==> src/rtl/kmm_pkg.sv <==
// ----------------------------------------------------------------------------
// kmm_pkg
// Shared constants, codes and types of the k-mer Markov model trainer.
// ----------------------------------------------------------------------------
package kmm_pkg;

   localparam int MAX_WINDOW_DEF = 6;
   localparam int COUNT_BITS_DEF = 32;
   localparam int FRAC_BITS_DEF  = 16;

   localparam int QUERY_W  = 13;
   localparam int LOGP_W   = 22;
   localparam int ORDER_W  = 3;
   localparam logic [ORDER_W-1:0] ORDER_RESET = 3'd2;

   localparam int LOG_FRAC = 28;
   localparam int MANT_W   = 31;
   localparam int LN2_W    = 30;
   localparam logic [LN2_W-1:0] LN2_Q30 = 30'd744261118;
   localparam logic [LOGP_W-1:0] MAG_MAX = 22'h200000;

   localparam int CSR_ADDR_W = 3;
   localparam int CSR_DATA_W = 32;
   localparam logic CSR_SEL_ORDER = 1'b0;

   localparam int QUEUE_DEPTH = 4;

   localparam logic [7:0] HDR_CHAR = 8'h3E;
   localparam logic [7:0] NL_CHAR  = 8'h0A;

   localparam logic CMD_BYTE  = 1'b0;
   localparam logic CMD_QUERY = 1'b1;

   typedef enum logic [1:0] {
      PH_FIRST,
      PH_HEADER,
      PH_SEQ
   } phase_type;

   typedef enum logic [1:0] {
      SYM_BASE,
      SYM_NBREAK,
      SYM_OTHER
   } sym_kind_type;

   typedef struct packed {
      sym_kind_type kind;
      logic [1:0]   base;
   } sym_type;

   typedef enum logic [1:0] {
      QK_TRANS,
      QK_INIT,
      QK_BAD
   } qkind_type;

   typedef enum logic [3:0] {
      ST_CLEAR,
      ST_IDLE,
      ST_INC_RD,
      ST_INC_WR,
      ST_Q_RD,
      ST_LNUM_GO,
      ST_LNUM_WAIT,
      ST_LDEN_GO,
      ST_LDEN_WAIT,
      ST_MUL_LO,
      ST_MUL_HI,
      ST_DONE
   } back_state_type;

   typedef enum logic [1:0] {
      LG_IDLE,
      LG_NORM,
      LG_SQ,
      LG_DONE
   } log_state_type;

   function automatic sym_type kmm_decode(input logic [7:0] ch);
      sym_type s;
      s.kind = SYM_OTHER;
      s.base = 2'd0;
      case (ch) inside
         8'h41, 8'h61: begin
            s.kind = SYM_BASE;
            s.base = 2'd0;
         end
         8'h54, 8'h74: begin
            s.kind = SYM_BASE;
            s.base = 2'd1;
         end
         8'h47, 8'h67: begin
            s.kind = SYM_BASE;
            s.base = 2'd2;
         end
         8'h43, 8'h63: begin
            s.kind = SYM_BASE;
            s.base = 2'd3;
         end
         8'h4E, 8'h6E: begin
            s.kind = SYM_NBREAK;
         end
         default: begin
            s.kind = SYM_OTHER;
         end
      endcase
      return s;
   endfunction

endpackage

==> src/rtl/kmm_queue.sv <==
// ----------------------------------------------------------------------------
// kmm_queue
// Small register fifo between the parser front and the count/query back end.
// ----------------------------------------------------------------------------
module kmm_queue import kmm_pkg::*; #(
   parameter int WIDTH = 8,
   parameter int DEPTH = QUEUE_DEPTH,
   localparam int AW = (DEPTH > 1) ? $clog2(DEPTH) : 1
) (
   input  logic             clock,
   input  logic             reset,
   input  logic             push,
   input  logic [WIDTH-1:0] push_data,
   input  logic             pop,
   output logic [WIDTH-1:0] head_data,
   output logic             full,
   output logic             empty
);

   logic [WIDTH-1:0] slot_ff [DEPTH];
   logic [AW-1:0]    wr_ptr_ff, wr_ptr_in;
   logic [AW-1:0]    rd_ptr_ff, rd_ptr_in;
   logic [AW:0]      count_ff, count_in;

   assign full      = (count_ff == (AW+1)'(DEPTH));
   assign empty     = (count_ff == '0);
   assign head_data = slot_ff[rd_ptr_ff];

   always_comb begin
      wr_ptr_in = wr_ptr_ff;
      rd_ptr_in = rd_ptr_ff;
      count_in  = count_ff;
      if (push) begin
         wr_ptr_in = (wr_ptr_ff == AW'(DEPTH-1)) ? '0 : wr_ptr_ff + 1'b1;
      end
      if (pop) begin
         rd_ptr_in = (rd_ptr_ff == AW'(DEPTH-1)) ? '0 : rd_ptr_ff + 1'b1;
      end
      if (push && !pop) begin
         count_in = count_ff + 1'b1;
      end else if (pop && !push) begin
         count_in = count_ff - 1'b1;
      end
   end

   always_ff @(posedge clock) begin
      if (reset) begin
         wr_ptr_ff <= '0;
         rd_ptr_ff <= '0;
         count_ff  <= '0;
      end else begin
         wr_ptr_ff <= wr_ptr_in;
         rd_ptr_ff <= rd_ptr_in;
         count_ff  <= count_in;
      end
   end

   always_ff @(posedge clock) begin
      if (push) begin
         slot_ff[wr_ptr_ff] <= push_data;
      end
   end

endmodule

==> config.mk <==
export PLATFORM = sky130hd
export DESIGN_NAME = kmm_queue
export DESIGN_NICKNAME = d
export VERILOG_FILES = /design/src/rtl/kmm_pkg.sv /design/src/rtl/kmm_queue.sv
export SDC_FILE = /design/constraint.sdc
export NUM_CORES = 1
export LEC_CHECK = 0
export ABC_CLOCK_PERIOD_IN_PS = 1250
export BUFFER_PORTS_ARGS = -buffer_cell sky130_fd_sc_hd__buf_2
export CAP_MARGIN = 20
export CORE_ASPECT_RATIO = 2
export CORE_UTILIZATION = 40
export CTS_CLUSTER_SIZE = 16
export DETAILED_ROUTE_END_ITERATION = 10
export HOLD_SLACK_MARGIN = 0.08
export PLACE_DENSITY = 0.63
export SETUP_SLACK_MARGIN = 0.1
export SYNTH_ARGS = -nofsm -noshare
export SYNTH_HDL_FRONTEND = slang
export SYNTH_SLANG_ARGS = --single-unit
==> constraint.sdc <==
create_clock -name clock -period 1.25 [get_ports clock]
set_input_delay 0.0625 -clock clock [delete_from_list [all_inputs] [get_ports clock]]
set_output_delay 0.0625 -clock clock [all_outputs]
set_load 0.03 [all_outputs]
# Word level (Yosys, flattened, before mapping)
# Memories as Yosys holds them, arrays and structs flattened. A register that Yosys moved wholly into a read port is not among the register bits.
# Cells that the tools add are included.
# Widths: inputs -> output; s select.
classes:
  n_addsub: 4
  mul: 0
  div: 0
  order_cmp: 0
  n_eq_ne: 3
  shift: 0
  mux: 8
  bitwise_logic: 0
  reduce_logical: 6
ops:
  columns: ["cell", "n"]
  rows:
  - ["$mux 2", 4]
  - ["$mux 3", 2]
  - ["$add 2x1->2 const B", 2]
  - ["$eq 2x2->1 const B", 2]
  - ["$add 3x1->3 const B", 1]
  - ["$eq 3x3->1 const B", 1]
  - ["$logic_not 3->1", 1]
  - ["$sub 3x1->3 const B", 1]
  - ["$logic_and 1x1->1", 2]
  - ["$logic_not 1->1", 2]
  - ["$mux 1", 2]
  - ["$reduce_bool 2->1", 1]
totals:
  ff_bits: 7
  latchBits: 0
  ram_bits: 32
  romBits: 0
  out_inout_bits: 10
  wordCells: 25
  n_memories: 1
mem_list:
  columns: ["memory", "depth", "width", "read_ports", "rd_clocked_by_memory_dff", "wr", "line_no", "rtl"]
  rows:
  - ["slot_ff", 4, 8, 1, 1, 1, "kmm_queue.sv:20", "logic [WIDTH-1:0] slot_ff [DEPTH];"]

# Logic depth before layout (Yosys ltp)
logic_depth:
  word_depth: 4
  ltp_mapped: 7

# Worst setup path after synthesis
# No wires, ideal clock.
synth_path:
  path_type: "flip-flop to flip-flop"
  from: "register count_ff[0]"
  to: "register count_ff[2]"
  setup_ns: 0.070
  arrival_time_ns: 1.322
  t_required_ns: 1.180
  path_slack_ns: -0.141
  path_stages_with_launch: 5
  path_buffers: 0
  synth_period_minus_slack_ns: 1.391
  cell_sequence: "dfxtp_1 -> fa_1 -> xor2_1 -> or3_1 -> a21oi_1"
synth_via:
  elab_chain_cells: 3
  word_cells_on_any_way: 4
  cone_classes: "2 x add/sub; 2 x mux"
synth_rtl:
  columns: ["element", "line_no", "rtl"]
  rows:
  - ["start, declared", "kmm_queue.sv:23", "logic [AW:0] count_ff, count_in;"]
  - ["start signal, assigned", "kmm_queue.sv:54", "count_ff <= count_in;"]
  - ["$sub 3x1->3", "kmm_queue.sv:42", "count_in = count_ff - 1'b1;"]
  - ["$mux 3", "kmm_queue.sv:41", "end else if (pop && !push) begin"]
  - ["$mux 3 (*)", "kmm_queue.sv:39", "if (push && !pop) begin"]
# Every way passes the cells marked *; elsewhere a longest branch is shown, timed or not. The select of a mux whose other input is x is not followed.
# A chain may end at the register's enable or synchronous reset.

==> impl_results.md <==
* Post-layout util at 58.6%
* Initial DRC Count at 16
* Number of flops mapped to enable cells by yosys at 32
* DRT antenna net count at 0
* Most instantiated cells after synthesis: 32 x edfxtp_1, 9 x dfxtp_1, 8 x mux4_2
* Number of fill cells at 317
* Worst-path clk slew at 0.07 ns
* Lkg Pwr at 0.840 nW
* Cell Area, Synth at 1600 µm²
* Ys Warns at 0
* Sink Count at 41
* WP data arrival at 1.44 ns
* Post-synth top area share at 60.1%
* ANT cells at 0
* Yosys top cell by area: edfxtp_1
* WL final at 2710 µm
* FMAX at 667 MHz
* Setup TNS at -2.04 ns
* R2R depth at 4
* WL/cell at roughly 14 µm
* Number of max-cap violations at 0
* Routed vias/inst at 4.79
* CP required at 1.19 ns
* Post-route DRC at 0
* Htree depth at 2
* Least-Margin Pin Slew at just under 0.2 ns
* Register area at 1150 µm²
* Detailed-route via count at 900
* Leading cell type by number of instances after synthesis: edfxtp_1
* Min Hold Slack at approximately 0.15 ns
* CTS tree: built
* HPWL Detailed at 1900 µm
* # rows at 32
* Status: finished with violations
* Cell depth of the worst setup path at 3
* CP Launch Type: flip-flop
* Cells after synthesis at between 80 and 90
* Antenna violations before repair at 0
* Worst rel slew slack at 87.1%
* Hold path depth at 4
* Yosys cell types at 17
* Failing checks: setup timing
* Mapped Nets at 105
* Final setup skew at 0.00304 ns
* Seq/Total Area, Yosys at 71.4%
* Max Slew Vio Count at 0
* CP Capture Type: output port
* Largest net degree at the start of global routing at 13
* Clock period minus worst slack at 1.50 ns
* Die height at 91.4 µm
* Final #Nets at 155
* Area of the multi-input gates at 504 µm²
* Critical path cell sequence: buf_12 > mux4_2 > buf_6
* Syn Area/Cell at 18.6 µm²
* Max VDD drop at 0.00105 V
* Clock Tree Buf Depth at 2
* First-pass GRT wire length at 4240 µm
* Post-CTS setup buffer count at 0
* P&R area growth vs syn at 41.0%
* Seq cells post-synth at 41
* Synth async-reset ratio at 0%
* Max incr delay on CP at approximately 0.51 ns
* Class of the worst hold path: in -> reg
* Worst path slowest cell: mux4_2
* Unrepaired setup endpoints after global routing: true
* Top delay family on crit path: multiplexers
* Initial Util at 41.6%
* Clock Tree Root: clkbuf_8
* DP Area at between 1500 and 2000 µm²
* Worst Path Buf+Inv at 2
* Final Hold Fails at 0
* Worst Slack Setup Final at -0.249 ns
* Total Routing Usage GR at 14.4%
* Final period util at 120%
* Share of cells above drive strength 1 at 51.1%
* WS Path Type: reg -> out
* GP Congestion at 0.635
* DRT Pass-1 Iters at 4
* Skew-Pair Late Insertion Delay at 0.28 ns
* Clock buffer count from CTS at 5
* GRT overflow at 0
* Final Cell Area at 2250 µm²
* Final setup viols at 9
* Vias in the first global route at 960
* Die width at approximately 47 µm
* Port bufs at 21
* Die Area at 4270 µm²
* Power Density at 1370 nW/µm²
* Max FO, Critical Path at 8
* Top post-synthesis cells by area: edfxtp_1 60%, dfxtp_1 11%, mux4_2 11%, ha_1 4.7%, mux2i_1 2.5%
* Synth Flop Type: edfxtp_1
* I/O pin count at 22
* Core footprint at 3840 µm²
-- tightest hold or removal path: cells and delay by family --
family / cells / cell delay [ns]
compound gates: 1 / 0.13
simple gates: 1 / 0.05
buf+inv: 2 / 0.15
-- through the flow --
stage | power (mW) | instances | setup WS (ns)
CTS | 3.05 | 188 | -0.267
global route | 3.22 | 188 | -0.285
detailed placement | 2.10 | 171 | -0.262
global placement | 2.08 | 171 | -0.175
floorplan | 1.91 | 86 | -0.0450
finish | 3.08 | 188 | -0.249
-- where the power goes --
part	internal (mW)	switching, mW	leakage [nW]	total (mW)
registers	1.55	0.0505	0.370	1.60
logic	0.331	0.297	0.424	0.627
clock network	0.450	0.401	0.0455	0.851
total	2.33	0.748	0.840	3.08
-- flip-flops by register name (all words and copies together) (netlist names), named ones only --
signal	cells
rd_ptr_ff	2
count_ff	3
wr_ptr_ff	2
slot_ff	32
-- repair_timing --
item,in CTS,in global routing
setup endpoints to repair,43,41
endpoints found under the hold margin,41,0
hold buffers,9,0
resized for setup,28,21
pin swaps,2,2
-- kinds of logic after synthesis --
| kind of cell | after synthesis | share of synthesized area [%] |
|---|---|---|
| AO/OA/AOI/OAI | 3 | 0.939 |
| XOR/XNOR | 2 | 1.10 |
| adder cells (fa/ha/maj) | 7 | 5.95 |
| buffers and inverters | 6 | 1.96 |
| flip-flops | 41 | 71.4 |
| multiplexers | 12 | 13.8 |
| AND/OR/NAND/NOR | 15 | 4.85 |
-- layer usage --
| layer | GRT usage [%] | vias to the layer above | routed length [µm] |
|---|---|---|---|
| met4 | 7.14 | 0 | 63 |
| met2 | 25.9 | 18 | 1670 |
| met3 | 3.58 | 7 | 62 |
| met1 | 13.8 | 448 | 919 |
| li1 | - | 427 | - |
| met5 | 0 | - | 0 |
-- layout make-up --
class / instances / area share [%]
tap: 51 / 2.83
clock buffer: 8 / 4.00
multi-input combinational: 39 / 22.4
inverter: 4 / 0.777
timing repair buffer: 45 / 18.9
sequential: 41 / 51.1
-- layout by cell type, fill, tap and decap left out --
| cell | synthesis | layout |
|---|---|---|
| xor2_1 | 2 | 2 |
| or3_1 | 1 | 1 |
| clkbuf_8 | 0 | 6 |
| clkbuf_1 | 0 | 2 |
| buf_4 | 0 | 5 |
| a21oi_1 | 2 | 2 |
| and2_4 | 0 | 4 |
| edfxtp_1 | 32 | 32 |
| buf_6 | 1 | 18 |
| inv_2 | 0 | 3 |
| buf_2 | 0 | 11 |
| inv_4 | 0 | 1 |
| fa_2 | 0 | 1 |
| nor3b_2 | 0 | 1 |
| dfxtp_2 | 0 | 3 |
| nor3_4 | 0 | 1 |
| nor3b_1 | 2 | 1 |
| dfxtp_4 | 0 | 2 |
| ha_4 | 0 | 4 |
| nor2_1 | 7 | 7 |
| o21ai_0 | 1 | 1 |
| dlygate4sd3_1 | 0 | 9 |
| buf_12 | 0 | 2 |
| mux2i_1 | 4 | 4 |
| ha_1 | 6 | 2 |
| dfxtp_1 | 9 | 4 |
| mux4_2 | 8 | 8 |
-- path summary, 6_finish.rpt --
kind | from | end | slack (ns)
setup / recovery | flip-flop | head_data[4] | -0.25
hold / removal | pop | flip-flop | 0.15
hold reg to reg | rd_ptr_ff[1] | flip-flop | 0.54
setup reg to reg | count_ff[1] | count_ff[2] | -0.13
No activity file was read; power rests on OpenSTA's default activity.
