==> src/rtl/kmm_pkg.sv <==
// ----------------------------------------------------------------------------
// kmm_pkg
// Shared constants, codes and types of the k-mer Markov model trainer.
// ----------------------------------------------------------------------------
package kmm_pkg;

   localparam int MAX_WINDOW_DEF = 6;
   localparam int COUNT_BITS_DEF = 32;
   localparam int FRAC_BITS_DEF  = 16;

   localparam int QUERY_W  = 13;
   localparam int LOGP_W   = 22;
   localparam int ORDER_W  = 3;
   localparam logic [ORDER_W-1:0] ORDER_RESET = 3'd2;

   localparam int LOG_FRAC = 28;
   localparam int MANT_W   = 31;
   localparam int LN2_W    = 30;
   localparam logic [LN2_W-1:0] LN2_Q30 = 30'd744261118;
   localparam logic [LOGP_W-1:0] MAG_MAX = 22'h200000;

   localparam int CSR_ADDR_W = 3;
   localparam int CSR_DATA_W = 32;
   localparam logic CSR_SEL_ORDER = 1'b0;

   localparam int QUEUE_DEPTH = 4;

   localparam logic [7:0] HDR_CHAR = 8'h3E;
   localparam logic [7:0] NL_CHAR  = 8'h0A;

   localparam logic CMD_BYTE  = 1'b0;
   localparam logic CMD_QUERY = 1'b1;

   typedef enum logic [1:0] {
      PH_FIRST,
      PH_HEADER,
      PH_SEQ
   } phase_type;

   typedef enum logic [1:0] {
      SYM_BASE,
      SYM_NBREAK,
      SYM_OTHER
   } sym_kind_type;

   typedef struct packed {
      sym_kind_type kind;
      logic [1:0]   base;
   } sym_type;

   typedef enum logic [1:0] {
      QK_TRANS,
      QK_INIT,
      QK_BAD
   } qkind_type;

   typedef enum logic [3:0] {
      ST_CLEAR,
      ST_IDLE,
      ST_INC_RD,
      ST_INC_WR,
      ST_Q_RD,
      ST_LNUM_GO,
      ST_LNUM_WAIT,
      ST_LDEN_GO,
      ST_LDEN_WAIT,
      ST_MUL_LO,
      ST_MUL_HI,
      ST_DONE
   } back_state_type;

   typedef enum logic [1:0] {
      LG_IDLE,
      LG_NORM,
      LG_SQ,
      LG_DONE
   } log_state_type;

   function automatic sym_type kmm_decode(input logic [7:0] ch);
      sym_type s;
      s.kind = SYM_OTHER;
      s.base = 2'd0;
      case (ch) inside
         8'h41, 8'h61: begin
            s.kind = SYM_BASE;
            s.base = 2'd0;
         end
         8'h54, 8'h74: begin
            s.kind = SYM_BASE;
            s.base = 2'd1;
         end
         8'h47, 8'h67: begin
            s.kind = SYM_BASE;
            s.base = 2'd2;
         end
         8'h43, 8'h63: begin
            s.kind = SYM_BASE;
            s.base = 2'd3;
         end
         8'h4E, 8'h6E: begin
            s.kind = SYM_NBREAK;
         end
         default: begin
            s.kind = SYM_OTHER;
         end
      endcase
      return s;
   endfunction

endpackage

==> src/rtl/kmm_ifs.sv <==
// ----------------------------------------------------------------------------
// kmm_ifs
// Request and response channel interfaces with valid/ready handshake.
// ----------------------------------------------------------------------------
interface kmm_req_if import kmm_pkg::*; ();
   logic               valid;
   logic               ready;
   logic               cmd;
   logic [7:0]         file_byte;
   logic [QUERY_W-1:0] query_index;

   modport source (output valid, cmd, file_byte, query_index, input ready);
   modport sink   (input valid, cmd, file_byte, query_index, output ready);
endinterface


==> src/rtl/kmm_front.sv <==
// ----------------------------------------------------------------------------
// kmm_front
// Parses the file byte stream, tracks base history and classifies queries.
// ----------------------------------------------------------------------------
module kmm_front import kmm_pkg::*; #(
   parameter int MAX_WINDOW = MAX_WINDOW_DEF,
   localparam int HW    = 2 * MAX_WINDOW,
   localparam int SW    = (MAX_WINDOW > 1) ? 2 * (MAX_WINDOW - 1) : 1,
   localparam int VW    = $clog2(MAX_WINDOW + 1),
   localparam int CMP_W = ((2 * MAX_WINDOW + 1 > QUERY_W) ? 2 * MAX_WINDOW + 1 : QUERY_W) + 1,
   localparam int OP_W  = 3 + HW + SW + 2 + QUERY_W
) (
   input  logic               clock,
   input  logic               reset,
   kmm_req_if.sink            req,
   input  logic [ORDER_W-1:0] markov_order,
   input  logic               clearing,
   input  logic               q_full,
   output logic               q_push,
   output logic [OP_W-1:0]    q_data
);

   typedef struct packed {
      logic               is_query;
      logic               long_en;
      logic               short_en;
      logic [HW-1:0]      long_idx;
      logic [SW-1:0]      short_idx;
      qkind_type          qkind;
      logic [QUERY_W-1:0] qindex;
   } op_type;

   phase_type     phase_ff, phase_in;
   logic [HW-1:0] hist_ff, hist_in;
   logic [VW-1:0] run_ff, run_in;

   logic               accept;
   logic               is_byte;
   sym_type            sym;
   logic [ORDER_W-1:0] eff;
   logic [3:0]         len;
   logic [HW-1:0]      hist_shift;
   logic [VW-1:0]      run_inc;
   logic               long_en;
   logic               short_en;
   logic               take_base;
   logic               take_n;
   logic [CMP_W-1:0]   idx_ext;
   logic [CMP_W-1:0]   nl;
   logic [CMP_W-1:0]   ns;
   op_type             op;

   assign req.ready = !q_full && !clearing;
   assign accept    = req.valid && req.ready;
   assign is_byte   = (req.cmd == CMD_BYTE);
   assign sym       = kmm_decode(req.file_byte);

   assign eff = ({1'b0, markov_order} > 4'(MAX_WINDOW - 1)) ? ORDER_W'(MAX_WINDOW - 1)
                                                             : markov_order;
   assign len = 4'(eff) + 4'd1;

   assign hist_shift = HW'({hist_ff, sym.base});
   assign run_inc    = (run_ff < VW'(MAX_WINDOW)) ? run_ff + 1'b1 : run_ff;
   assign long_en    = (5'(run_inc) >= 5'(len));
   assign short_en   = (eff != '0) && (5'(run_inc) >= 5'(eff));

   assign idx_ext = CMP_W'(req.query_index);
   assign nl      = CMP_W'(1) << {len, 1'b0};
   assign ns      = CMP_W'(1) << {eff, 1'b0};

   // next state of the parser
   always_comb begin
      phase_in = phase_ff;
      if (accept && is_byte) begin
         unique case (phase_ff)
            PH_FIRST: begin
               phase_in = (req.file_byte == HDR_CHAR) ? PH_HEADER : PH_SEQ;
            end
            PH_HEADER: begin
               if (req.file_byte == NL_CHAR) begin
                  phase_in = PH_SEQ;
               end
            end
            PH_SEQ: begin
               phase_in = PH_SEQ;
            end
            default: begin
               phase_in = PH_FIRST;
            end
         endcase
      end
   end

   // parser outputs
   always_comb begin
      take_base = accept && is_byte && (phase_ff == PH_SEQ) && (sym.kind == SYM_BASE);
      take_n    = accept && is_byte && (phase_ff == PH_SEQ) && (sym.kind == SYM_NBREAK);
   end

   always_comb begin
      hist_in = hist_ff;
      run_in  = run_ff;
      if (take_base) begin
         hist_in = hist_shift;
         run_in  = run_inc;
      end else if (take_n) begin
         run_in = '0;
      end
   end

   always_comb begin
      op.qindex = req.query_index;
      if (accept && !is_byte) begin
         op.is_query  = 1'b1;
         op.long_en   = 1'b0;
         op.short_en  = 1'b0;
         op.long_idx  = HW'(idx_ext);
         op.short_idx = SW'(idx_ext - nl);
         if (idx_ext < nl) begin
            op.qkind = QK_TRANS;
         end else if ((eff != '0) && (idx_ext < nl + ns)) begin
            op.qkind = QK_INIT;
         end else begin
            op.qkind = QK_BAD;
         end
      end else begin
         op.is_query  = 1'b0;
         op.long_en   = long_en;
         op.short_en  = short_en;
         op.long_idx  = hist_shift & ~({HW{1'b1}} << {len, 1'b0});
         op.short_idx = SW'(hist_shift & ~({HW{1'b1}} << {eff, 1'b0}));
         op.qkind     = QK_BAD;
      end
   end

   assign q_push = (take_base && (long_en || short_en)) || (accept && !is_byte);
   assign q_data = op;

   always_ff @(posedge clock) begin
      if (reset) begin
         phase_ff <= PH_FIRST;
         hist_ff  <= '0;
         run_ff   <= '0;
      end else begin
         phase_ff <= phase_in;
         hist_ff  <= hist_in;
         run_ff   <= run_in;
      end
   end

endmodule

==> src/flat_wrapper.sv <==
// flat-port wrapper written by rule: the top's interface ports become plain ports
module kmm_front_flat import kmm_pkg::*;
#(
   parameter int MAX_WINDOW = MAX_WINDOW_DEF,
   localparam int HW    = 2 * MAX_WINDOW,
   localparam int SW    = (MAX_WINDOW > 1) ? 2 * (MAX_WINDOW - 1) : 1,
   localparam int VW    = $clog2(MAX_WINDOW + 1),
   localparam int CMP_W = ((2 * MAX_WINDOW + 1 > QUERY_W) ? 2 * MAX_WINDOW + 1 : QUERY_W) + 1,
   localparam int OP_W  = 3 + HW + SW + 2 + QUERY_W
)
  (clock, reset, markov_order, clearing, q_full, q_push, q_data, req_valid, req_cmd, req_file_byte, req_query_index, req_ready);
  kmm_req_if req_i ();
  input  logic clock;
  input  logic reset;
  input  logic [ORDER_W-1:0] markov_order;
  input  logic clearing;
  input  logic q_full;
  output logic q_push;
  output logic [OP_W-1:0] q_data;
  input wire logic [$bits(req_i.valid)-1:0] req_valid;
  input wire logic [$bits(req_i.cmd)-1:0] req_cmd;
  input wire logic [$bits(req_i.file_byte)-1:0] req_file_byte;
  input wire logic [$bits(req_i.query_index)-1:0] req_query_index;
  output wire logic [$bits(req_i.ready)-1:0] req_ready;
  assign req_i.valid = req_valid;
  assign req_i.cmd = req_cmd;
  assign req_i.file_byte = req_file_byte;
  assign req_i.query_index = req_query_index;
  assign req_ready = req_i.ready;
  kmm_front #(.MAX_WINDOW(MAX_WINDOW)) u_core (.clock(clock), .reset(reset), .req(req_i), .markov_order(markov_order), .clearing(clearing), .q_full(q_full), .q_push(q_push), .q_data(q_data));
endmodule
==> config.mk <==
export PLATFORM = sky130hd
export DESIGN_NAME = kmm_front_flat
export DESIGN_NICKNAME = d
export VERILOG_FILES = /design/src/rtl/kmm_pkg.sv /design/src/rtl/kmm_ifs.sv /design/src/rtl/kmm_front.sv /design/src/flat_wrapper.sv
export SDC_FILE = /design/constraint.sdc
export NUM_CORES = 1
export LEC_CHECK = 0
export BUFFER_PORTS_ARGS = -buffer_cell sky130_fd_sc_hd__buf_4
export CAP_MARGIN = 25
export CORE_ASPECT_RATIO = 1.5
export CORE_UTILIZATION = 35
export CTS_CLUSTER_SIZE = 16
export DETAILED_ROUTE_END_ITERATION = 6
export PLACE_DENSITY = 0.69
export SYNTH_ARGS = -nofsm -noshare
export SYNTH_HDL_FRONTEND = slang
export SYNTH_SLANG_ARGS = --single-unit
export TNS_END_PERCENT = 10
==> constraint.sdc <==
create_clock -name clock -period 5.3 [get_ports clock]
set_input_delay 0.53 -clock clock [delete_from_list [all_inputs] [get_ports clock]]
set_output_delay 0.53 -clock clock [all_outputs]
set_load 0.02 [all_outputs]
**After elaboration in Yosys (flattened, before gate mapping)**

Index checks and enable logic that the tools add are counted.

- Flip-flop bits (word level): 15
- Logic and storage cells: 81

- Add/subtract/negate cells: 4
- $lt $le $gt $ge: 6
- Eq/ne operators: 16
- Shifts and indexed selects: 4
- Mux-type cells: 19
- Bitwise operators: 5
- Reduce and logical (&&, ||, !) cells: 24

Operator list:

| operator | number |
|---|---|
| $eq 8x7->1 const B | 10 |
| $lt 13x14->1 | 2 |
| $mux 27 | 1 |
| $mux 2 | 13 |
| $add 14x14->14 | 1 |
| $shl 1x4->14 const A | 1 |
| $shl 1x5->14 const A | 1 |
| $and 12x12->12 | 1 |
| $mux 3 | 4 |
| $not 12->12 | 1 |
| $shl 12x4->10 const A | 1 |
| $shl 12x5->12 const A | 1 |
| $and 10x10->10 | 1 |
| $logic_and 1x1->1 | 10 |
| $not 10->10 | 1 |
| $reduce_or 2->1 | 5 |
| $sub 10x10->10 | 1 |
| $eq 8x4->1 const B | 1 |
| $eq 8x6->1 const B | 1 |
| $pmux 2 s3 | 1 |
| $add 3x1->4 const B | 1 |
| $eq 2x1->1 const B | 2 |
| $ge 3x4->1 | 1 |
| $logic_not 2->1 | 2 |
| 12 further kinds | 14 |

**Longest topological paths before layout**

- Depth after elaboration: 11
- Depth in mapped cells: 15

**Worst setup path before layout**

Ideal clock, no wire load.

- Kind: input to output
- Start: input port markov_order[1]
- End: output port q_data[13]
- Arrival time: 3.357 ns
- Required time: 4.770 ns
- Setup slack: 1.413 ns
- Stages on the path: 12
- Path buffers: 2
- Cells stage by stage: clkbuf_1 -> nor2b_1 -> nand2_1 -> ha_1 -> clkbuf_1 -> nor2_1 -> ha_1 -> ha_1 -> o21ai_0 -> a31oi_1 -> o41ai_1 -> nor2b_1

- Longest elaborated chain between the ends: 10

Ends and longest elaborated chain:

| element | RTL line | source |
|---|---|---|
| from (decl) | flat_wrapper.sv:15 | `input logic [ORDER_W-1:0] markov_order;` |
| $gt 3x3->1 | kmm_front.sv:58 | `assign eff = ({1'b0, markov_order} > 4'(MAX_WINDOW - 1)) ? ORDER_W'(MAX_WINDOW - 1)` |
| $mux 3 (*) | kmm_front.sv:58 |  |
| $add 3x1->4 | kmm_front.sv:60 | `assign len = 4'(eff) + 4'd1;` |
| $shl 1x5->14 | kmm_front.sv:68 | `assign nl = CMP_W'(1) << {len, 1'b0};` |
| $add 14x14->14 | kmm_front.sv:121 | `end else if ((eff != '0) && (idx_ext < nl + ns)) begin` |
| $lt 13x14->1 | kmm_front.sv:121 |  |
| $logic_and 1x1->1 | kmm_front.sv:121 |  |
| $mux 2 | kmm_front.sv:121 |  |
| $mux 2 (*) | kmm_front.sv:119 | `if (idx_ext < nl) begin` |
| $mux 27 (*) | kmm_front.sv:113 | `if (accept && !is_byte) begin` |
| to (decl) | flat_wrapper.sv:19 | `output logic [OP_W-1:0] q_data;` |

Mark *: on every way between the ends. The rest lies on a longest branch, timed or not.

**Worst setup path in the final report**

- Start: input port markov_order[2]
- End: output port q_data[13]

Same word-level chain as after synthesis.

==> qor.csv <==
stage,metric,value,unit
routing,drt_iter0_markers,73,
worst_setup_path,rr_worst_depth,6,
finish,drive_above_1_share,23.14,%
power_and_ir_drop,total_leakage_power,1.301,nW
die,die_width,66.93,um
finish,final_cell_mix,"buf_4, nand2_1, ha_1",
yosys,synth.area.top_cells,"ha_1, dfxtp_1, nand2_1, o21ai_0, inv_1",
power_and_ir_drop,total_power,0.3602,mW
worst_setup_path,crit_type,primary input to output port,
die,row_count,35,
routing,dr.pass1.iters,4,
global_route,antenna_found_initial,0,
routing,ant_nets,0,
finish,antenna_cells,0,
placement,placedInstanceArea,0.002704,mm2
power_and_ir_drop,p_per_area,131.0,mW/mm2
routing,drc,0,
routing,drt-total-wl,6157,um
global_route,grt_pass1_wl,10210,um
worst_setup_path,reg2reg_from,u_core.phase_ff[0]$_SDFFE_PP0P_,
finish,fin_cells,437,
sta,maxSlewViolCount,0,
yosys,yosysSeqAreaShare,13.57,%
sta,maxSlewHeadroom,52.07,%
die,die_y,99.40,um
placement,dp_cells,433,
worst_setup_path,path_max_fanout,13,
clocking,cts_buffer_depth,2,
worst_setup_path,slowest_stage,o41ai_1,
yosys,syn_inst,310,
worst_setup_path,path_cells,buf_4 > nor2b_1 > nand2_1 > ha_1 > or3_1 > ha_1 > inv_1 > o21ai_0 > a31oi_1 > o41ai_1 > nor2b_1 > buf_4,
routing,vias,2254,
placement,finalWeightedCongestion,0.9090,
clocking,cts_root_buffer,clkbuf_8,
power_and_ir_drop,ir_drop,0.1182,mV
finish,register_area,300.3,um2
finish,num-nets-final,430,
global_route,track_usage,19.59,%
sta,clock_skew,0.003250,ns
finish,stdcell_area,0.002749,mm2
sta,layout_min_cycle_time,4.229,ns
clocking,ctsHoldBuffers,0,
routing,avgViaCountPerCell,5.158,
clocking,clk_pin_slew,0.06,ns
finish,syn_to_final_growth,24.19,%
placement,io_buffers,71,
clocking,cts_inserted_buffers,3,
sta,setup-violations-final,0,
finish,final_common_cell,buf_4,
clocking,worstSkewPairLatency,0.25,ns
min_path,hp-class,flip-flop to flip-flop,
worst_setup_path,timing.rr.end,u_core.hist_ff[0]$_SDFFE_PP0P_,
die,core-area,0.006131,mm2
placement,hpwl,5179,um
yosys,synth_edf_count,0,
worst_setup_path,startpoint,markov_order[2],
worst_setup_path,rrSetupSlack,3.42,ns
yosys,ys_ff_latch,15,
global_route,grt_max_degree,28,
clocking,htree_levels,1,
finish,fillCellCount,656,
yosys,ys_async_sr_fraction,0,%
worst_setup_path,arrival,3.70,ns
worst_setup_path,cp-endpoint,q_data[13],
yosys,yosys_warnings,0,
yosys,yosys.area.top_type_share,20.35,%
yosys,avgSynthCellArea,7.140,um2
status,status,"finished, final reports clean",
die,ioPinCount,72,
clocking,cts.sinks,15,
global_route,first_global_vias,2255,
worst_setup_path,critical_path_buf_inv_count,3,
worst_setup_path,path_delay_family,compound AO/OA/AOI/OAI gates,
finish,multi_input_area,0.001665,mm2
worst_setup_path,critPathRequiredTime,4.77,ns
die,initial_core_util,36.10,%
worst_setup_path,start_kind,primary input,
worst_setup_path,worst-path-stages,12,
sta,worst_pin_slew,0.7167,ns
worst_setup_path,worst_path_largest_cell_delay,0.50,ns
clocking,cts_setup_buffers,0,
sta,max_freq,236.5,MHz
flow_run,maxCapViolCount,0,
die,die_area,0.006653,mm2
worst_setup_path,cp-end-kind,output port,
yosys,yosysTopAreaCell,ha_1,
clocking,cts_tree,done,
sta,fin_hold_ws,0.4938,ns
sta,finalHoldViolCount,0,
yosys,yosys_most_used_dff,dfxtp_1,
sta,rsz0062_at_grt,false,
routing,routedWlPerCell,14.09,um
yosys,netlist_area,0.002213,mm2
sta,tns,0,ns
global_route,overflow,0,
clocking,post_cts_resize_count,0,
yosys,synth.distinct_cells,46,
sta,fin_crit_sh,79.80,%
-- final cells by class --
cell class	instances	area share [%]
repair buffers	72	19.66
multi-input cells	244	60.58
well taps	74	3.368
flip-flops and latches	15	10.92
clock buffers	4	1.639
inverters	28	3.823
-- cells in the mapped netlist, types with 5 or more instances --
| cell | n |
|---|---|
| a21oi_1 | 15 |
| buf_4 | 13 |
| clkbuf_1 | 10 |
| dfxtp_1 | 15 |
| ha_1 | 36 |
| inv_1 | 28 |
| mux2i_1 | 9 |
| nand2_1 | 37 |
| nand2b_1 | 7 |
| nand3_1 | 8 |
| nand3b_1 | 6 |
| nor2_1 | 28 |
| nor2b_1 | 6 |
| nor3_1 | 5 |
| o21ai_0 | 26 |
| or3_1 | 5 |
-- layer usage --
| layer | vias to the layer above | share of wire [%] | track usage (%) |
|---|---|---|---|
| met3 | 16 | 3.9 | 1.835 |
| met2 | 58 | 53 | 36.44 |
| met1 | 1009 | 40 | 21.13 |
| met5 | - | 0 | 0 |
| met4 | 0 | 3.6 | 9.656 |
| li1 | 1171 | - | - |
-- power by group --
part | total [mW] | switching, mW | internal (mW)
clock network | 0.0922 | 0.0389 | 0.0532
registers | 0.113 | 0.000325 | 0.113
logic | 0.155 | 0.0881 | 0.0666
total | 0.360 | 0.127 | 0.233
-- through the flow --
step / util, % / setup slack (ns)
2_1_floorplan: - / 1.413
3_3_place_gp: 44.10 / 1.212
3_5_place_dp: 44.10 / 1.070
4_1_cts: 44.84 / 1.055
5_1_grt: 44.84 / 0.6778
6_report: 44.84 / 1.071
-- registers in the layout, summed over array words and instances, names as in the netlist --
| signal | flops |
|---|---|
| u_core.hist_ff | 10 |
| u_core.run_ff | 3 |
| u_core.phase_ff | 2 |
-- worst register-to-register path, stage by stage, from the launching register on --
cell	delay, ns
dfxtp_1	0.34
inv_1	0.09
ha_1	0.17
nand2_1	0.10
a211oi_4	0.65
mux2_2	0.41
nor2_1	0.07
-- worst min path at each step --
| stage | from | to | cells past startpoint |
|---|---|---|---|
| 6_report | u_core.hist_ff[8]$_SDFFE_PP0P_ | u_core.hist_ff[8]$_SDFFE_PP0P_ | 2 |
| 5_1_grt | u_core.phase_ff[1]$_SDFFE_PP0P_ | u_core.phase_ff[1]$_SDFFE_PP0P_ | 2 |
| 4_1_cts | u_core.hist_ff[8]$_SDFFE_PP0P_ | u_core.hist_ff[8]$_SDFFE_PP0P_ | 2 |
| 3_5_place_dp | u_core.hist_ff[8]$_SDFFE_PP0P_ | u_core.hist_ff[8]$_SDFFE_PP0P_ | 2 |
| 2_1_floorplan | u_core.phase_ff[0]$_SDFFE_PP0P_ | u_core.phase_ff[0]$_SDFFE_PP0P_ | 2 |
| 3_3_place_gp | u_core.phase_ff[0]$_SDFFE_PP0P_ | u_core.phase_ff[0]$_SDFFE_PP0P_ | 2 |
-- cell families (layout without fill, tap and decap cells) --
kind of cell,Yosys count,in the layout,synth area share [%]
AO/OA/AOI/OAI,69,69,19.79
buffers and inverters,52,104,11.36
multiplexers,10,10,4.579
XOR/XNOR,7,7,2.770
AND/OR/NAND/NOR,118,118,26.79
adder cells (fa/ha/maj),37,37,20.80
other,2,3,0.3393
flip-flops,15,15,13.57
Power figures use the tool's default switching activity.
